--- config.mk ---
export PLATFORM = sky130hd
export DESIGN_NAME = shortest_job_priority_queue
export DESIGN_NICKNAME = d
export VERILOG_FILES = /design/src/hdl/sjpq_pkg.sv /design/src/hdl/shortest_job_priority_queue.sv /design/src/hdl/sjpq_ram.sv
export SDC_FILE = /design/constraint.sdc
export NUM_CORES = 1
export LEC_CHECK = 0
export ABC_AREA = 1
export CAP_MARGIN = 20
export CORE_MARGIN = 5
export CORE_UTILIZATION = 58
export DETAILED_ROUTE_END_ITERATION = 10
export DONT_BUFFER_PORTS = 1
export PLACE_DENSITY_LB_ADDON = 0.1
export SYNTH_ARGS = -nofsm -noshare
export SYNTH_HDL_FRONTEND = slang
export SYNTH_SLANG_ARGS = --single-unit
--- constraint.sdc ---
create_clock -name i_clk -period 3.4 [get_ports i_clk]
set_input_delay 0.17 -clock i_clk [delete_from_list [all_inputs] [get_ports i_clk]]
set_output_delay 0.17 -clock i_clk [all_outputs]
set_load 0.05 [all_outputs]
--- src/hdl/sjpq_pkg.sv ---
// ----------------------------------------------------------------------------
// sjpq_pkg: shortest-job priority queue shared definitions
// Field widths, operation codes and result status codes of the queue.
// ----------------------------------------------------------------------------
package sjpq_pkg;

    // Fixed field widths of the stream payloads
    localparam int ID_W     = 8;
    localparam int IN_KEY_W = 16;
    localparam int STATUS_W = 3;
    localparam int OCC_W    = 5;

    typedef logic [STATUS_W-1:0] t_status;

    // Operation carried in the input tuser
    localparam logic OP_INSERT = 1'b0;
    localparam logic OP_REMOVE = 1'b1;

    // Result status codes
    localparam t_status STATUS_AT_HEAD = 3'd0;
    localparam t_status STATUS_BEHIND  = 3'd1;
    localparam t_status STATUS_FULL    = 3'd2;
    localparam t_status STATUS_REMOVED = 3'd3;
    localparam t_status STATUS_EMPTY   = 3'd4;

endpackage

--- src/hdl/shortest_job_priority_queue.sv ---
// ----------------------------------------------------------------------------
// shortest_job_priority_queue: sorted-insert ready queue
// Keeps up to QUEUE_DEPTH jobs in ascending key order in one RAM.
// ----------------------------------------------------------------------------
// Usage:
//   Input stream: tuser carries the operation (insert or remove head), tdata
//   the job id and key. Each transaction yields exactly one result on the
//   output stream: status, head after the operation, removed id, occupancy.
//   An insert moves stored entries one place back, one per cycle, from the
//   tail until a key smaller or equal to the new one is met; a remove moves
//   all remaining entries up one place, one per cycle. The sequencer runs
//   one RAM read and one RAM write per cycle, so the loop over entries sets
//   the cost. A refused insert, an insert into an empty queue, an empty
//   remove and the remove of a single entry move no entries and go straight
//   to the output step. Input tready is low while an operation is in
//   progress and rises in the same cycle as the result is presented.
//   The result sits in an output register; while the receiver stalls, the
//   next transaction is still accepted and processed, and the block waits
//   before presenting it. Reset empties the queue at once; the RAM contents
//   need no clearing since only entries below the occupancy are ever used.
// ----------------------------------------------------------------------------
module shortest_job_priority_queue #(
    parameter int QUEUE_DEPTH = 16,
    parameter int KEY_BITS    = 16
) (
    input  logic        i_clk,
    input  logic        i_rst_n,
    // Input stream
    input  logic        i_s_axis_tvalid,
    output logic        o_s_axis_tready,
    input  logic [23:0] i_s_axis_tdata,  // [7:0] job_id, [23:8] job_key
    input  logic        i_s_axis_tuser,  // [0] opcode
    // Output stream
    output logic        o_m_axis_tvalid,
    input  logic        i_m_axis_tready,
    // [2:0] status, [3] head_valid, [11:4] head_id, [27:12] head_key,
    // [35:28] removed_id, [40:36] occupancy, [47:41] zero
    output logic [47:0] o_m_axis_tdata
);

    localparam int AW = $clog2(QUEUE_DEPTH);
    localparam int CW = AW + 1;
    localparam int ID_W = sjpq_pkg::ID_W;
    localparam int EW = KEY_BITS + ID_W;

    localparam logic [2:0] ST_IDLE    = 3'd0;
    localparam logic [2:0] ST_INS     = 3'd1;
    localparam logic [2:0] ST_INS_PUT = 3'd2;
    localparam logic [2:0] ST_REM     = 3'd3;
    localparam logic [2:0] ST_OUT     = 3'd4;

    localparam logic [32:0] KEY_MAX = (33'd1 << KEY_BITS) - 33'd1;

    // Control state
    logic [2:0]    r_state, n_state;
    logic [CW-1:0] r_count, n_count;
    logic [AW-1:0] r_pos, n_pos;
    logic          r_out_valid, n_out_valid;

    // Payload state
    logic [ID_W-1:0]         r_id, n_id;
    logic [KEY_BITS-1:0]     r_key, n_key;
    logic [ID_W-1:0]         r_head_id, n_head_id;
    logic [KEY_BITS-1:0]     r_head_key, n_head_key;
    logic [ID_W-1:0]         r_gone, n_gone;
    sjpq_pkg::t_status       r_status, n_status;
    logic [47:0]             r_out_data, n_out_data;

    // RAM port signals
    logic          w_we;
    logic [AW-1:0] w_waddr;
    logic [EW-1:0] w_wdata;
    logic [AW-1:0] w_raddr;
    logic [EW-1:0] w_rdata;

    // Helpers
    logic                s_accept;
    logic [32:0]         w_key_ext;
    logic [KEY_BITS-1:0] w_key_sat;
    logic [CW-1:0]       w_cnt_m1;
    logic [KEY_BITS-1:0] w_rd_key;
    logic [ID_W-1:0]     w_rd_id;
    logic                w_full;
    logic                w_out_free;
    logic [32:0]         w_hk_ext;
    logic [8:0]          w_occ_ext;

    sjpq_ram #(
        .WIDTH (EW),
        .DEPTH (QUEUE_DEPTH)
    ) u_ram (
        .i_clk   (i_clk),
        .i_we    (w_we),
        .i_waddr (w_waddr),
        .i_wdata (w_wdata),
        .i_raddr (w_raddr),
        .o_rdata (w_rdata)
    );

    assign o_s_axis_tready = (r_state == ST_IDLE);
    assign s_accept        = i_s_axis_tvalid && o_s_axis_tready;

    // Saturate the incoming key to the stored key range
    assign w_key_ext = 33'(i_s_axis_tdata[23:8]);
    assign w_key_sat = (w_key_ext > KEY_MAX) ? KEY_MAX[KEY_BITS-1:0]
                                             : w_key_ext[KEY_BITS-1:0];

    assign w_cnt_m1   = r_count - CW'(1);
    assign w_rd_key   = w_rdata[KEY_BITS-1:0];
    assign w_rd_id    = w_rdata[KEY_BITS +: ID_W];
    assign w_full     = (r_count == CW'(QUEUE_DEPTH));
    assign w_out_free = !r_out_valid || i_m_axis_tready;
    assign w_hk_ext   = 33'(r_head_key);
    assign w_occ_ext  = 9'(r_count);

    // Sequencer: one RAM read, one RAM write and one key compare a cycle
    always_comb begin
        n_state     = r_state;
        n_count     = r_count;
        n_pos       = r_pos;
        n_out_valid = r_out_valid;
        n_id        = r_id;
        n_key       = r_key;
        n_head_id   = r_head_id;
        n_head_key  = r_head_key;
        n_gone      = r_gone;
        n_status    = r_status;
        n_out_data  = r_out_data;
        w_we        = 1'b0;
        w_waddr     = r_pos;
        w_wdata     = {r_id, r_key};
        w_raddr     = r_pos;

        // Drop the result once the receiver takes it
        if (r_out_valid && i_m_axis_tready) begin
            n_out_valid = 1'b0;
        end

        unique case (r_state)
            ST_IDLE: begin
                if (s_accept) begin
                    n_id   = i_s_axis_tdata[7:0];
                    n_key  = w_key_sat;
                    n_gone = '0;
                    n_pos  = w_cnt_m1[AW-1:0];
                    if (i_s_axis_tuser == sjpq_pkg::OP_INSERT) begin
                        if (w_full) begin
                            n_status = sjpq_pkg::STATUS_FULL;
                            n_state  = ST_OUT;
                        end else if (r_count == '0) begin
                            // Empty queue: the new job is the head
                            w_we       = 1'b1;
                            w_waddr    = '0;
                            w_wdata    = {i_s_axis_tdata[7:0], w_key_sat};
                            n_head_id  = i_s_axis_tdata[7:0];
                            n_head_key = w_key_sat;
                            n_count    = CW'(1);
                            n_status   = sjpq_pkg::STATUS_AT_HEAD;
                            n_state    = ST_OUT;
                        end else begin
                            // Fetch the tail entry, free slot is at the count
                            w_raddr = w_cnt_m1[AW-1:0];
                            n_pos   = r_count[AW-1:0];
                            n_state = ST_INS;
                        end
                    end else begin
                        if (r_count == '0) begin
                            n_status = sjpq_pkg::STATUS_EMPTY;
                            n_state  = ST_OUT;
                        end else begin
                            n_gone   = r_head_id;
                            n_status = sjpq_pkg::STATUS_REMOVED;
                            if (r_count == CW'(1)) begin
                                n_count = '0;
                                n_state = ST_OUT;
                            end else begin
                                w_raddr = AW'(1);
                                n_pos   = AW'(1);
                                n_state = ST_REM;
                            end
                        end
                    end
                end
            end

            ST_INS: begin
                // Read data holds the entry just ahead of the free slot
                w_we    = 1'b1;
                w_waddr = r_pos;
                if (w_rd_key > r_key) begin
                    w_wdata = w_rdata;
                    n_pos   = r_pos - AW'(1);
                    w_raddr = r_pos - AW'(2);
                    if (r_pos == AW'(1)) begin
                        n_state = ST_INS_PUT;
                    end
                end else begin
                    w_wdata  = {r_id, r_key};
                    n_count  = r_count + CW'(1);
                    n_status = sjpq_pkg::STATUS_BEHIND;
                    n_state  = ST_OUT;
                end
            end

            ST_INS_PUT: begin
                // Every stored key was larger: place the job at the head
                w_we       = 1'b1;
                w_waddr    = '0;
                w_wdata    = {r_id, r_key};
                n_head_id  = r_id;
                n_head_key = r_key;
                n_count    = r_count + CW'(1);
                n_status   = sjpq_pkg::STATUS_AT_HEAD;
                n_state    = ST_OUT;
            end

            ST_REM: begin
                // Move the entry just read up one place
                w_we    = 1'b1;
                w_waddr = r_pos - AW'(1);
                w_wdata = w_rdata;
                if (r_pos == AW'(1)) begin
                    n_head_id  = w_rd_id;
                    n_head_key = w_rd_key;
                end
                if ((CW'(r_pos) + CW'(1)) == r_count) begin
                    n_count = w_cnt_m1;
                    n_state = ST_OUT;
                end else begin
                    w_raddr = r_pos + AW'(1);
                    n_pos   = r_pos + AW'(1);
                end
            end

            ST_OUT: begin
                // Load the result register when it is free
                if (w_out_free) begin
                    n_out_valid = 1'b1;
                    n_out_data  = '0;
                    n_out_data[2:0]   = r_status;
                    n_out_data[3]     = (r_count != '0);
                    n_out_data[11:4]  = (r_count != '0) ? r_head_id : '0;
                    n_out_data[27:12] = (r_count != '0) ? w_hk_ext[15:0] : '0;
                    n_out_data[35:28] = r_gone;
                    n_out_data[40:36] = w_occ_ext[4:0];
                    n_state = ST_IDLE;
                end
            end

            default: begin
                n_state = ST_IDLE;
            end
        endcase
    end

    // Control registers
    always_ff @(posedge i_clk) begin
        if (!i_rst_n) begin
            r_state     <= ST_IDLE;
            r_count     <= '0;
            r_pos       <= '0;
            r_out_valid <= 1'b0;
        end else begin
            r_state     <= n_state;
            r_count     <= n_count;
            r_pos       <= n_pos;
            r_out_valid <= n_out_valid;
        end
    end

    // Payload registers
    always_ff @(posedge i_clk) begin
        r_id       <= n_id;
        r_key      <= n_key;
        r_head_id  <= n_head_id;
        r_head_key <= n_head_key;
        r_gone     <= n_gone;
        r_status   <= n_status;
        r_out_data <= n_out_data;
    end

    assign o_m_axis_tvalid = r_out_valid;
    assign o_m_axis_tdata  = r_out_data;

    // Checks
    a_count_bound: assert property (@(posedge i_clk) disable iff (!i_rst_n)
        r_count <= CW'(QUEUE_DEPTH))
        else $error("occupancy beyond queue depth");

    a_accept_leaves_idle: assert property (@(posedge i_clk) disable iff (!i_rst_n)
        s_accept |=> (r_state != ST_IDLE))
        else $error("sequencer did not start after a transaction");

    a_ins_slot: assert property (@(posedge i_clk) disable iff (!i_rst_n)
        (r_state == ST_INS) |-> ((r_pos != '0) && (CW'(r_pos) <= r_count)))
        else $error("insert slot out of range");

    a_result_from_out: assert property (@(posedge i_clk) disable iff (!i_rst_n)
        (!r_out_valid && n_out_valid) |-> (r_state == ST_OUT))
        else $error("result loaded outside the output step");

endmodule

--- src/hdl/sjpq_ram.sv ---
// ----------------------------------------------------------------------------
// sjpq_ram: generic simple dual-port RAM
// One write port and one read port, read data registered.
// ----------------------------------------------------------------------------
module sjpq_ram #(
    parameter int WIDTH = 24,
    parameter int DEPTH = 16
) (
    input  logic                     i_clk,
    input  logic                     i_we,
    input  logic [$clog2(DEPTH)-1:0] i_waddr,
    input  logic [WIDTH-1:0]         i_wdata,
    input  logic [$clog2(DEPTH)-1:0] i_raddr,
    output logic [WIDTH-1:0]         o_rdata
);

    logic [WIDTH-1:0] r_mem [DEPTH];
    logic [WIDTH-1:0] r_rdata;

    // Write and registered read
    always_ff @(posedge i_clk) begin
        if (i_we) begin
            r_mem[i_waddr] <= i_wdata;
        end
        r_rdata <= r_mem[i_raddr];
    end

    assign o_rdata = r_rdata;

endmodule

---- After elaboration in Yosys (flattened, before gate mapping) ----
Memories as Yosys holds them, arrays and structs flattened. A register that Yosys moved wholly into a read port is not among the register bits.
Index checks and enable logic that the tools add are counted.
storage, ports and cells
  input port bits ......................... 29
  bits in writable memories ............... 384
  logic and storage cells ................. 143
  output and inout port bits .............. 50
  memories ................................ 1
  register bits ........................... 113
cells by class
  bitwise operators ....................... 1
  reductions and logical operators ........ 20
  add/sub/neg operators ................... 6
  equality and inequality tests ........... 23
  multiplexer cells ....................... 78
  $lt $le $gt $ge ......................... 2
memories
  name         depth  bits a word  rd ports  clocked after memory_dff  write ports  line            text
  u_ram.r_mem  16     24           1         1                         1            sjpq_ram.sv:17  logic [WIDTH-1:0] r_mem [DEPTH];
operators by type and width
  cell                  number
  $mux 24               5
  $mux 16               6
  $mux 4                19
  $pmux 24 s3           1
  $mux 3                16
  $pmux 16 s3           1
  $mux 5                8
  $mux 8                5
  $pmux 4 s3            3
  $pmux 8 s3            1
  $pmux 5 s4            1
  $gt 16x16->1          1
  $gt 16x16->1 const B  1
  $pmux 3 s5            1
  $ne 2x2->1 const B    7
  $mux 1                9
  $ne 3x3->1 const B    3
  $pmux 3 s3            1
  $reduce_bool 3->1     3
  $reduce_and 4->1      2
  $reduce_and 8->1      1
  $eq 3x2->1 const B    2
  $reduce_and 6->1      1
  $add 4x1->5 const B   1
  other kinds (28)      31

---- Depth between registers and ports, before layout ----
Gate-level depths: netlist of run 1.
  word-level depth ........................ 8
  depth in mapped cells ................... 23
  mapped depth without buffers ............ 21

---- Hierarchy ----
A second synthesis of run 1 with hierarchy kept.
second synthesis, totals
  cell total of the unflattened synthesis .. 2406
  area, all modules ....................... 23789.1 um^2
by module, submodules not included
  module                       cells each  sequential area each (um^2)  area an instance (um^2)  instances
  sjpq_ram                     1597        12011.5                      16951.3                  1
  shortest_job_priority_queue  809         3263.1                       6837.8                   1

---- Least setup slack after synthesis of run 1 ----
No wires, ideal clock.
  path type ............................... register to register
  from .................................... register r_count[1]
  to ...................................... memory u_ram.r_mem[0][0] (enable)
  setup time .............................. 0.405 ns
  data arrival time ....................... 2.921 ns
  period minus slack after synthesis ...... 3.326 ns
  setup slack ............................. 0.074 ns
  cell stages (with the launch flop) ...... 13
  path buffers ............................ 0
  required time ........................... 2.995 ns
  cell sequence ........................... dfxtp_1 > inv_1 > ha_1 > nand3_2 > nor2_1 > inv_1 > nor2_4 > nor2_1 > nor2_1 > inv_1 > a21oi_1 > nand3_1 > nor2_1
on the way
  word-level cells in the longest chain between the ends .. 8
  elaborated cells between the ends (all ways) .. 14
  classes of those cells .................. eq/ne (1); mux (12); reduce/logical (1)
ends and longest elaborated chain
  item                          line                                text
  start, declared               shortest_job_priority_queue.sv:56   logic [CW-1:0] r_count, n_count;
  start signal, assigned        shortest_job_priority_queue.sv:265  r_count <= n_count;
  $logic_not 5->1               shortest_job_priority_queue.sv:150  end else if (r_count == '0) begin
  $mux 1                        shortest_job_priority_queue.sv:150
  $mux 1                        shortest_job_priority_queue.sv:147  if (w_full) begin
  $mux 1                        shortest_job_priority_queue.sv:146  if (i_s_axis_tuser == sjpq_pkg::OP_INSERT) begin
  $mux 1                        shortest_job_priority_queue.sv:141  if (s_accept) begin
  $pmux 1 s2                    shortest_job_priority_queue.sv:139  unique case (r_state)
  $mux 1                        sjpq_ram.sv:22                      if (i_we) begin
  $mux 1 (not written as such)  sjpq_ram.sv:23                      r_mem[i_waddr] <= i_wdata;
  end, declared                 sjpq_ram.sv:17
Several ways; a longest one is shown, not always the timed one.

---- Worst setup path after layout of run 1 ----
  from .................................... register r_pos[1]
  to ...................................... register u_ram.r_rdata[14], in the netlist u_ram.o_rdata[14] (read register of u_ram.r_mem)
on the way
  word-level cells in the longest chain between the ends .. 5
  elaborated cells between the ends (all ways) .. 13
  classes of those cells .................. add/sub (3); eq/ne (1); mux (9)
ends and longest elaborated chain
  item                                                 line                                text
  start, declared                                      shortest_job_priority_queue.sv:57   logic [AW-1:0] r_pos, n_pos;
  start signal, assigned                               shortest_job_priority_queue.sv:266  r_pos <= n_pos;
  branches (longest 4 deep; another with $add 4x1->5)  n/a
  $pmux 4 s3 *                                         shortest_job_priority_queue.sv:139
  end, declared                                        sjpq_ram.sv:18                      logic [WIDTH-1:0] r_rdata;
Mark *: on every way between the ends.
A chain may end at the register's enable or synchronous reset.

==> results.sh, run 1 <==
export IMPL_crit_buf_inv=4
export IMPL_grt_start_max_net_pins=83
export IMPL_detail_route_iter0_violations=1945
export IMPL_core_region_area_sq_mm=0.0407
export IMPL_top_cells_by_area_in_the_synthesized_netlist="sky130_fd_sc_hd__edfxtp_1 (61%), sky130_fd_sc_hd__nand2_1 (12%), sky130_fd_sc_hd__nand3_1 (6.3%)"
export IMPL_max_slew_worst_pin_slew_ns=0.600
export IMPL_synth_simple_gate_area_share_pct=22.2
export IMPL_synth_seq_area_share_pct=64.0
export IMPL_avgRoutedWirePerCell_um=21.3
export IMPL_crit_family="simple AND/OR/NAND/NOR gates"
export IMPL_tritoncts_num_sinks=521
export IMPL_ant_nets=0
export IMPL_power_leakage_uw=0.0114
export IMPL_setup_violations_final=0
export IMPL_vdd_ir_drop_worst_v=0.000566
export IMPL_drc_errors=0
export IMPL_timing_max_cap_violations=0
export IMPL_synth_cell_type_count=45
export IMPL_fmaxAchievable_mhz=313
export IMPL_synth_cells_most_frequent="sky130_fd_sc_hd__nand2_1 (731), sky130_fd_sc_hd__edfxtp_1 (484), sky130_fd_sc_hd__nand3_1 (301), sky130_fd_sc_hd__inv_1 (280), sky130_fd_sc_hd__nand3b_1 (70)"
export IMPL_yosys_reg_bits=521
export IMPL_cp_start_kind="flop"
export IMPL_worst_r2r_startpoint="r_pos[1]"
export IMPL_first_global_vias=16500
export IMPL_drive_gt1_share_pct=9.62
export IMPL_cp_max_fo=41
export IMPL_synth_warnings=0
export IMPL_required_ns=3.79
export IMPL_grt_pass1_wl_mm=97.0
export IMPL_synth_largest_type_area_fraction_pct=60.9
export IMPL_avg_synthesized_cell_area_sq_um=10.1
export IMPL_synth_async_sr_flop_share_pct=0
export IMPL_yosys_cell_count_top_type="sky130_fd_sc_hd__nand2_1"
export IMPL_worst_endpoint_arrival_ns=3.59
export IMPL_cts_max_path_buffers=3
export IMPL_area_growth_synth_to_final_pct=13.7
export IMPL_die_y_um=213
export IMPL_numPlacedInstances=2858
export IMPL_final_util_pct=66.6
export IMPL_boundaryPins=79
export IMPL_via_cell_ratio=5.80
export IMPL_grt_total_usage_pct=28.0
export IMPL_post_route_cell_area_sq_mm=0.0271
export IMPL_maxSlewHeadroom_pct=59.7
export IMPL_gp_congestion=0.898
export IMPL_synth_edff_count=484
export IMPL_clk_pin_slew_ns=0.06
export IMPL_hp_start="i_s_axis_tuser"
export IMPL_drv_slew=0
export IMPL_h_tree_depth=2
export IMPL_setup_total_negative_slack_ns=0
export IMPL_synth_cells=2361
export IMPL_filler_cell_count=3087
export IMPL_synth_compound_gate_area_share_pct=4.47
export IMPL_syn_cell_area_sq_mm=0.0239
export IMPL_rsz0062_at_grt="false"
export IMPL_nets=2466
export IMPL_hold_worst_slack_ns=0.0207
export IMPL_rows=74
export IMPL_first_pass_iters=5
export IMPL_cts_made_buffers=53
export IMPL_synth_mux_area_share_pct=0
export IMPL_initial_core_util_pct=58.5
export IMPL_holdPathEnd="r_gone[5]"
export IMPL_period_needed_ns=3.20
export IMPL_synth_top_flop_cell="sky130_fd_sc_hd__edfxtp_1"
export IMPL_synth_adder_area_share_pct=1.36
export IMPL_overflow=0
export IMPL_worst_skew_pair_late_latency_ns=0.61
export IMPL_outcome="completed"
export IMPL_chipWidth_um=213
export IMPL_crit_path_cell_trace="inv_1, ha_1, inv_1, nand2_1, nand2_1, nor2_1, nand2_1, nor2_2, nand3_1, nand3_4, buf_12, buf_16, nand3b_1, nand2_1, nand3_1, nand3_1, nand2_1, nand2_1, nand2_1"
export IMPL_power_per_cell_area_mw_per_mm2=1090
export IMPL_worst_setup_path_type="flop to flop"
export IMPL_synth_top_family_by_area="simple AND/OR/NAND/NOR gates"
export IMPL_insertedDiodeCount=0
export IMPL_clk_root_buffer_cell="sky130_fd_sc_hd__clkbuf_16"
export IMPL_route_vias_total=17300
export IMPL_min_path_type="primary input to flop"
export IMPL_worst_r2r_setup_slack_ns=0.20
export IMPL_antenna_found_initial=3
export IMPL_setup_worst_path_end_class="flop"
export IMPL_critical_path_max_stage_delay_ns=0.46
export IMPL_crit_slowest_cell="sky130_fd_sc_hd__dfxtp_1"
export IMPL_r2r_end="u_ram.o_rdata[14]"
export IMPL_post_synth_top_area_cell="sky130_fd_sc_hd__edfxtp_1"
export IMPL_finalHoldViolCount=0
export IMPL_dp_hpwl_mm=36.6
export IMPL_place_port_buffers=0
export IMPL_synth_xor_area_share_pct=0.184
export IMPL_worst_path_most_repeated_cell="sky130_fd_sc_hd__nand2_1"
export IMPL_final_instance_count_excl_fill=2985
export IMPL_skew_ns=0.0212
export IMPL_cts_tree="built"
export IMPL_worst_hold_path_num_cells=3
export IMPL_fp_dieArea_sq_mm=0.0453
export IMPL_dpl_cell_area_sq_mm=0.0250
export IMPL_detail_route_wirelength_mm=63.4
export IMPL_portion_of_the_clock_cycle_consumed_by_the_worst_path_in_the_final_layout_pct=94.0
export IMPL_timing_reg2reg_worst_path_depth=19
export IMPL_path_depth=19
-- worst min-delay path, stage by stage --
cell and delay [ns]:
sky130_fd_sc_hd__inv_1 0.04, sky130_fd_sc_hd__buf_4 0.18, sky130_fd_sc_hd__nor2_1 0.10
-- layout make-up --
cell class | instances | area (sq um) | area share, %
well taps | 532 | 666 | 2.45
multi-input cells | 1410 | 6930 | 25.6
repair buffers | 122 | 1370 | 5.03
inverters | 303 | 1150 | 4.23
clock buffers | 63 | 1410 | 5.18
flip-flops and latches | 521 | 15300 | 56.3
clock inverters | 34 | 329 | 1.21
-- per-stage QoR --
| step | setup WS (ns) | total power (uW) |
|---|---|---|
| 6_report | 0.203 | 29500 |
| 5_1_grt | 0.00346 | 31300 |
| 4_1_cts | 0.104 | 29400 |
| 3_5_place_dp | 0.139 | 23500 |
| 3_3_place_gp | 0.175 | 23200 |
| 2_1_floorplan | 0.0740 | 18900 |
-- per-layer routing --
metal	share of wire, %	vias up	wire length [um]	track usage, %
met1	41	8270	26000	38.8
met2	47	854	30100	45.8
li1	-	8050	-	-
met3	8.6	141	5470	4.44
met5	0.020	-	13	0
met4	2.9	2	1840	9.38
-- logic make-up (layout without fill, tap and decap cells) --
logic type | count (synthesis) | after routing
AND/OR/NAND/NOR | 1203 | 1203
flip-flops | 521 | 521
buffers and inverters | 436 | 522
AO/OA/AOI/OAI | 169 | 169
adder cells (fa/ha/maj) | 26 | 26
XOR/XNOR | 5 | 5
other | 1 | 7
-- sequential cells by signal, indices dropped and copies added, names as in the netlist, 3 cells and up --
| name | flops |
|---|---|
| r_state | 3 |
| r_head_id | 8 |
| u_ram.r_mem | 384 |
| r_gone | 8 |
| r_key | 16 |
| r_head_key | 16 |
| u_ram.o_rdata | 24 |
| r_status | 3 |
| r_pos | 4 |
| r_id | 8 |
| o_m_axis_tdata | 41 |
| r_count | 5 |
-- worst max-delay path by stage --
stage	start	endpoint	slack (ns)
after floorplan	r_count[1]	u_ram.r_mem[0][0]	0.07
after global placement	r_pos[1]	u_ram.o_rdata[8]	0.17
after detailed placement	r_pos[1]	u_ram.o_rdata[14]	0.14
after CTS	r_pos[1]	u_ram.o_rdata[14]	0.10
after global routing	r_pos[1]	u_ram.o_rdata[8]	0.003
final	r_pos[1]	u_ram.o_rdata[14]	0.20
-- timing repair --
action,in CTS,in global routing
setup buffers,0,0
gates resized for setup,0,8
setup endpoints to repair,0,23
endpoints found under the hold margin,62,0
hold buffers,28,0
-- report_power, final --
| group | switching [uW] | internal, uW | total, uW |
|---|---|---|---|
| sequential | 1100 | 9380 | 10500 |
| clock | 2430 | 3400 | 5830 |
| combinational | 9360 | 3810 | 13200 |
| total | 12900 | 16600 | 29500 |
-- cell usage in the layout (no fill, tap or decap), drive strengths merged, types with 2 or more instances in the layout --
cell type / count
o211ai: 10
edfxtp: 484
dfxtp: 37
inv: 301
nand3b: 70
nand2: 736
clkinv: 30
ha: 26
conb: 7
xor2: 4
a31oi: 3
a41oi: 4
buf: 93
o2111ai: 13
clkbuf: 64
nand3: 306
nand4: 24
o221ai: 17
dlygate4sd3: 28
a221o: 4
o22ai: 6
o21ai: 67
a22oi: 3
a21oi: 36
a32oi: 2
bufinv: 6
nor2: 65
No activity file was read; power rests on OpenSTA's default activity.
==> inputs of run 2 (changes only) <==
PLACE_DENSITY = 0.75   (was not set)
PLACE_DENSITY_LB_ADDON = not set   (was 0.1)
==> results.sh, run 2 (synthesis results as in run 1) <==
export IMPL_outcome="completed"
export IMPL_max_slew_worst_pin_slew_ns=0.921
export IMPL_worst_r2r_startpoint="r_state[2]"
export IMPL_drc_errors=0
export IMPL_grt_pass1_wl_mm=96.1
export IMPL_rsz0062_at_grt="false"
export IMPL_worst_skew_pair_late_latency_ns=0.60
export IMPL_chipWidth_um=213
export IMPL_gp_congestion=0.916
export IMPL_worst_endpoint_arrival_ns=3.56
export IMPL_cts_max_path_buffers=3
export IMPL_cp_max_fo=96
export IMPL_setup_violations_final=0
export IMPL_internal_power_of_the_cells_uw=16500
export IMPL_required_ns=3.81
export IMPL_power_switching_fraction_pct=43.7
export IMPL_vdd_ir_drop_worst_v=0.000924
export IMPL_grt_total_usage_pct=27.6
export IMPL_rows=74
export IMPL_initial_core_util_pct=58.5
export IMPL_crit_slowest_cell="sky130_fd_sc_hd__nor2_2"
export IMPL_h_tree_depth=2
export IMPL_setup_worst_path_start="r_state[2]"
export IMPL_via_cell_ratio=5.91
export IMPL_worst_setup_path_type="flop to flop"
export IMPL_portion_of_the_clock_cycle_consumed_by_the_worst_path_in_the_final_layout_pct=92.9
export IMPL_largest_reg_flops=384
export IMPL_tritoncts_num_sinks=521
export IMPL_cts_tree="built"
export IMPL_r2r_end="u_ram.o_rdata[1]"
export IMPL_area_growth_synth_to_final_pct=13.6
export IMPL_cts_made_buffers=51
export IMPL_drive_gt1_share_pct=9.22
export IMPL_antenna_found_initial=0
export IMPL_cp_start_kind="flop"
export IMPL_avgRoutedWirePerCell_um=21.4
export IMPL_p_sw_uw=12800
export IMPL_clk_pin_slew_ns=0.06
export IMPL_setup_total_negative_slack_ns=0
export IMPL_mostFrequentLayoutCells="sky130_fd_sc_hd__nand2_1 (728), sky130_fd_sc_hd__edfxtp_1 (484), sky130_fd_sc_hd__nand3_1 (301), sky130_fd_sc_hd__inv_1 (278), sky130_fd_sc_hd__nand3b_1 (70)"
export IMPL_comb_power_share_pct=44.6
export IMPL_largest_register="u_ram.r_mem"
export IMPL_die_y_um=213
export IMPL_setup_worst_path_end_class="flop"
export IMPL_finalHoldViolCount=0
export IMPL_numPlacedInstances=2851
export IMPL_filler_cell_count=2916
export IMPL_p_clk_share_pct=19.4
export IMPL_fp_dieArea_sq_mm=0.0453
export IMPL_route_vias_total=17600
export IMPL_power_sequential_fraction_pct=36.1
export IMPL_detail_route_iter0_violations=2229
export IMPL_fmaxAchievable_mhz=317
export IMPL_final_common_cell="sky130_fd_sc_hd__nand2_1"
export IMPL_final_util_pct=66.5
export IMPL_crit_end="u_ram.o_rdata[1]"
export IMPL_dp_hpwl_mm=36.3
export IMPL_power_per_cell_area_mw_per_mm2=1080
export IMPL_worst_path_most_repeated_cell="sky130_fd_sc_hd__nand2_1"
export IMPL_critical_path_max_stage_delay_ns=0.56
export IMPL_skew_ns=0.0131
export IMPL_insertedDiodeCount=0
export IMPL_worst_r2r_setup_slack_ns=0.24
export IMPL_crit_path_cell_trace="inv_2, nand2_1, inv_1, nor2_2, inv_2, nand2_1, inv_1, nand2_1, inv_2, nand2_4, buf_16, nand3_1, nand3_1, nand2_1, nand2_1, nand2_1"
export IMPL_boundaryPins=79
export IMPL_core_region_area_sq_mm=0.0407
export IMPL_place_port_buffers=0
export IMPL_grt_start_max_net_pins=135
export IMPL_drv_slew=0
export IMPL_clk_root_buffer_cell="sky130_fd_sc_hd__clkbuf_16"
export IMPL_final_instance_count_excl_fill=2982
export IMPL_timing_max_cap_violations=0
export IMPL_maxSlewHeadroom_pct=38.6
export IMPL_detail_route_wirelength_mm=63.8
export IMPL_period_needed_ns=3.16
export IMPL_first_global_vias=17100
export IMPL_nets=2464
export IMPL_timing_reg2reg_worst_path_depth=16
export IMPL_overflow=0
export IMPL_min_path_type="primary input to flop"
export IMPL_power_leakage_uw=0.0113
export IMPL_ant_nets=0
export IMPL_first_pass_iters=5
-- run 2: area by class of cell --
cell class | count | area, sq um | share of cell area, %
sequential | 521 | 15300 | 56.4
multi-input combinational | 1411 | 6940 | 25.6
clock buffer | 70 | 1420 | 5.24
timing repair buffer | 121 | 1390 | 5.11
inverter | 303 | 1150 | 4.26
tap | 532 | 666 | 2.46
clock inverter | 24 | 248 | 0.914
-- run 2: through the flow --
step                area, sq um  setup WS [ns]  total power (uW)  hold slack (ns)
detailed placement        25000          0.105             23100            0.269
CTS                       26900         0.0907             28900           0.0100
floorplan                 23900         0.0740             18900            0.268
finish                    27100          0.242             29200           0.0342
global placement          25000          0.106             22900            0.269
global route              27100         0.0105             31000           0.0421
-- run 2: layer usage --
layer  vias to the layer above  track usage (%)  wire length, um
met5                         -                0                0
li1                       8032                -                -
met1                      8328             36.6            24100
met3                       199             5.99             7100
met4                         0             12.5             2840
met2                      1070             44.4            29800
-- run 2: worst max-delay path, delay by kind of cell (launching register included) --
family	cells	cell delay (ns)
buf+inv	6	0.98
flops	1	0.36
simple gates	10	1.56
-- run 2: power groups by stage --
stage | Clock (uW) | Sequential [uW] | Combinational [uW]
detailed placement | 0 | 10700 | 12500
finish | 5660 | 10500 | 13000
global route | 5960 | 10600 | 14400
floorplan | 0 | 10500 | 8410
global placement | 0 | 10600 | 12300
CTS | 5730 | 10500 | 12600
-- run 2: worst min-delay path by stage --
stage / start / end / slack, ns / depth (start not counted)
after CTS: i_s_axis_tdata[23] / r_head_key[15] / 0.01 / 2
final: i_s_axis_tdata[23] / r_head_key[15] / 0.03 / 2
after detailed placement: i_s_axis_tdata[17] / r_key[9] / 0.27 / 0
after floorplan: i_rst_n / r_state[0] / 0.27 / 2
after global placement: i_s_axis_tdata[17] / r_key[9] / 0.27 / 0
after global routing: i_s_axis_tdata[4] / r_head_id[4] / 0.04 / 2
-- run 2: timing repair --
item | in CTS | in global routing
hold buffers | 28 | 0
hold endpoints to repair | 60 | 0
buffers inserted | 0 | 5
setup endpoints to repair | 0 | 55
gates resized for setup | 0 | 13
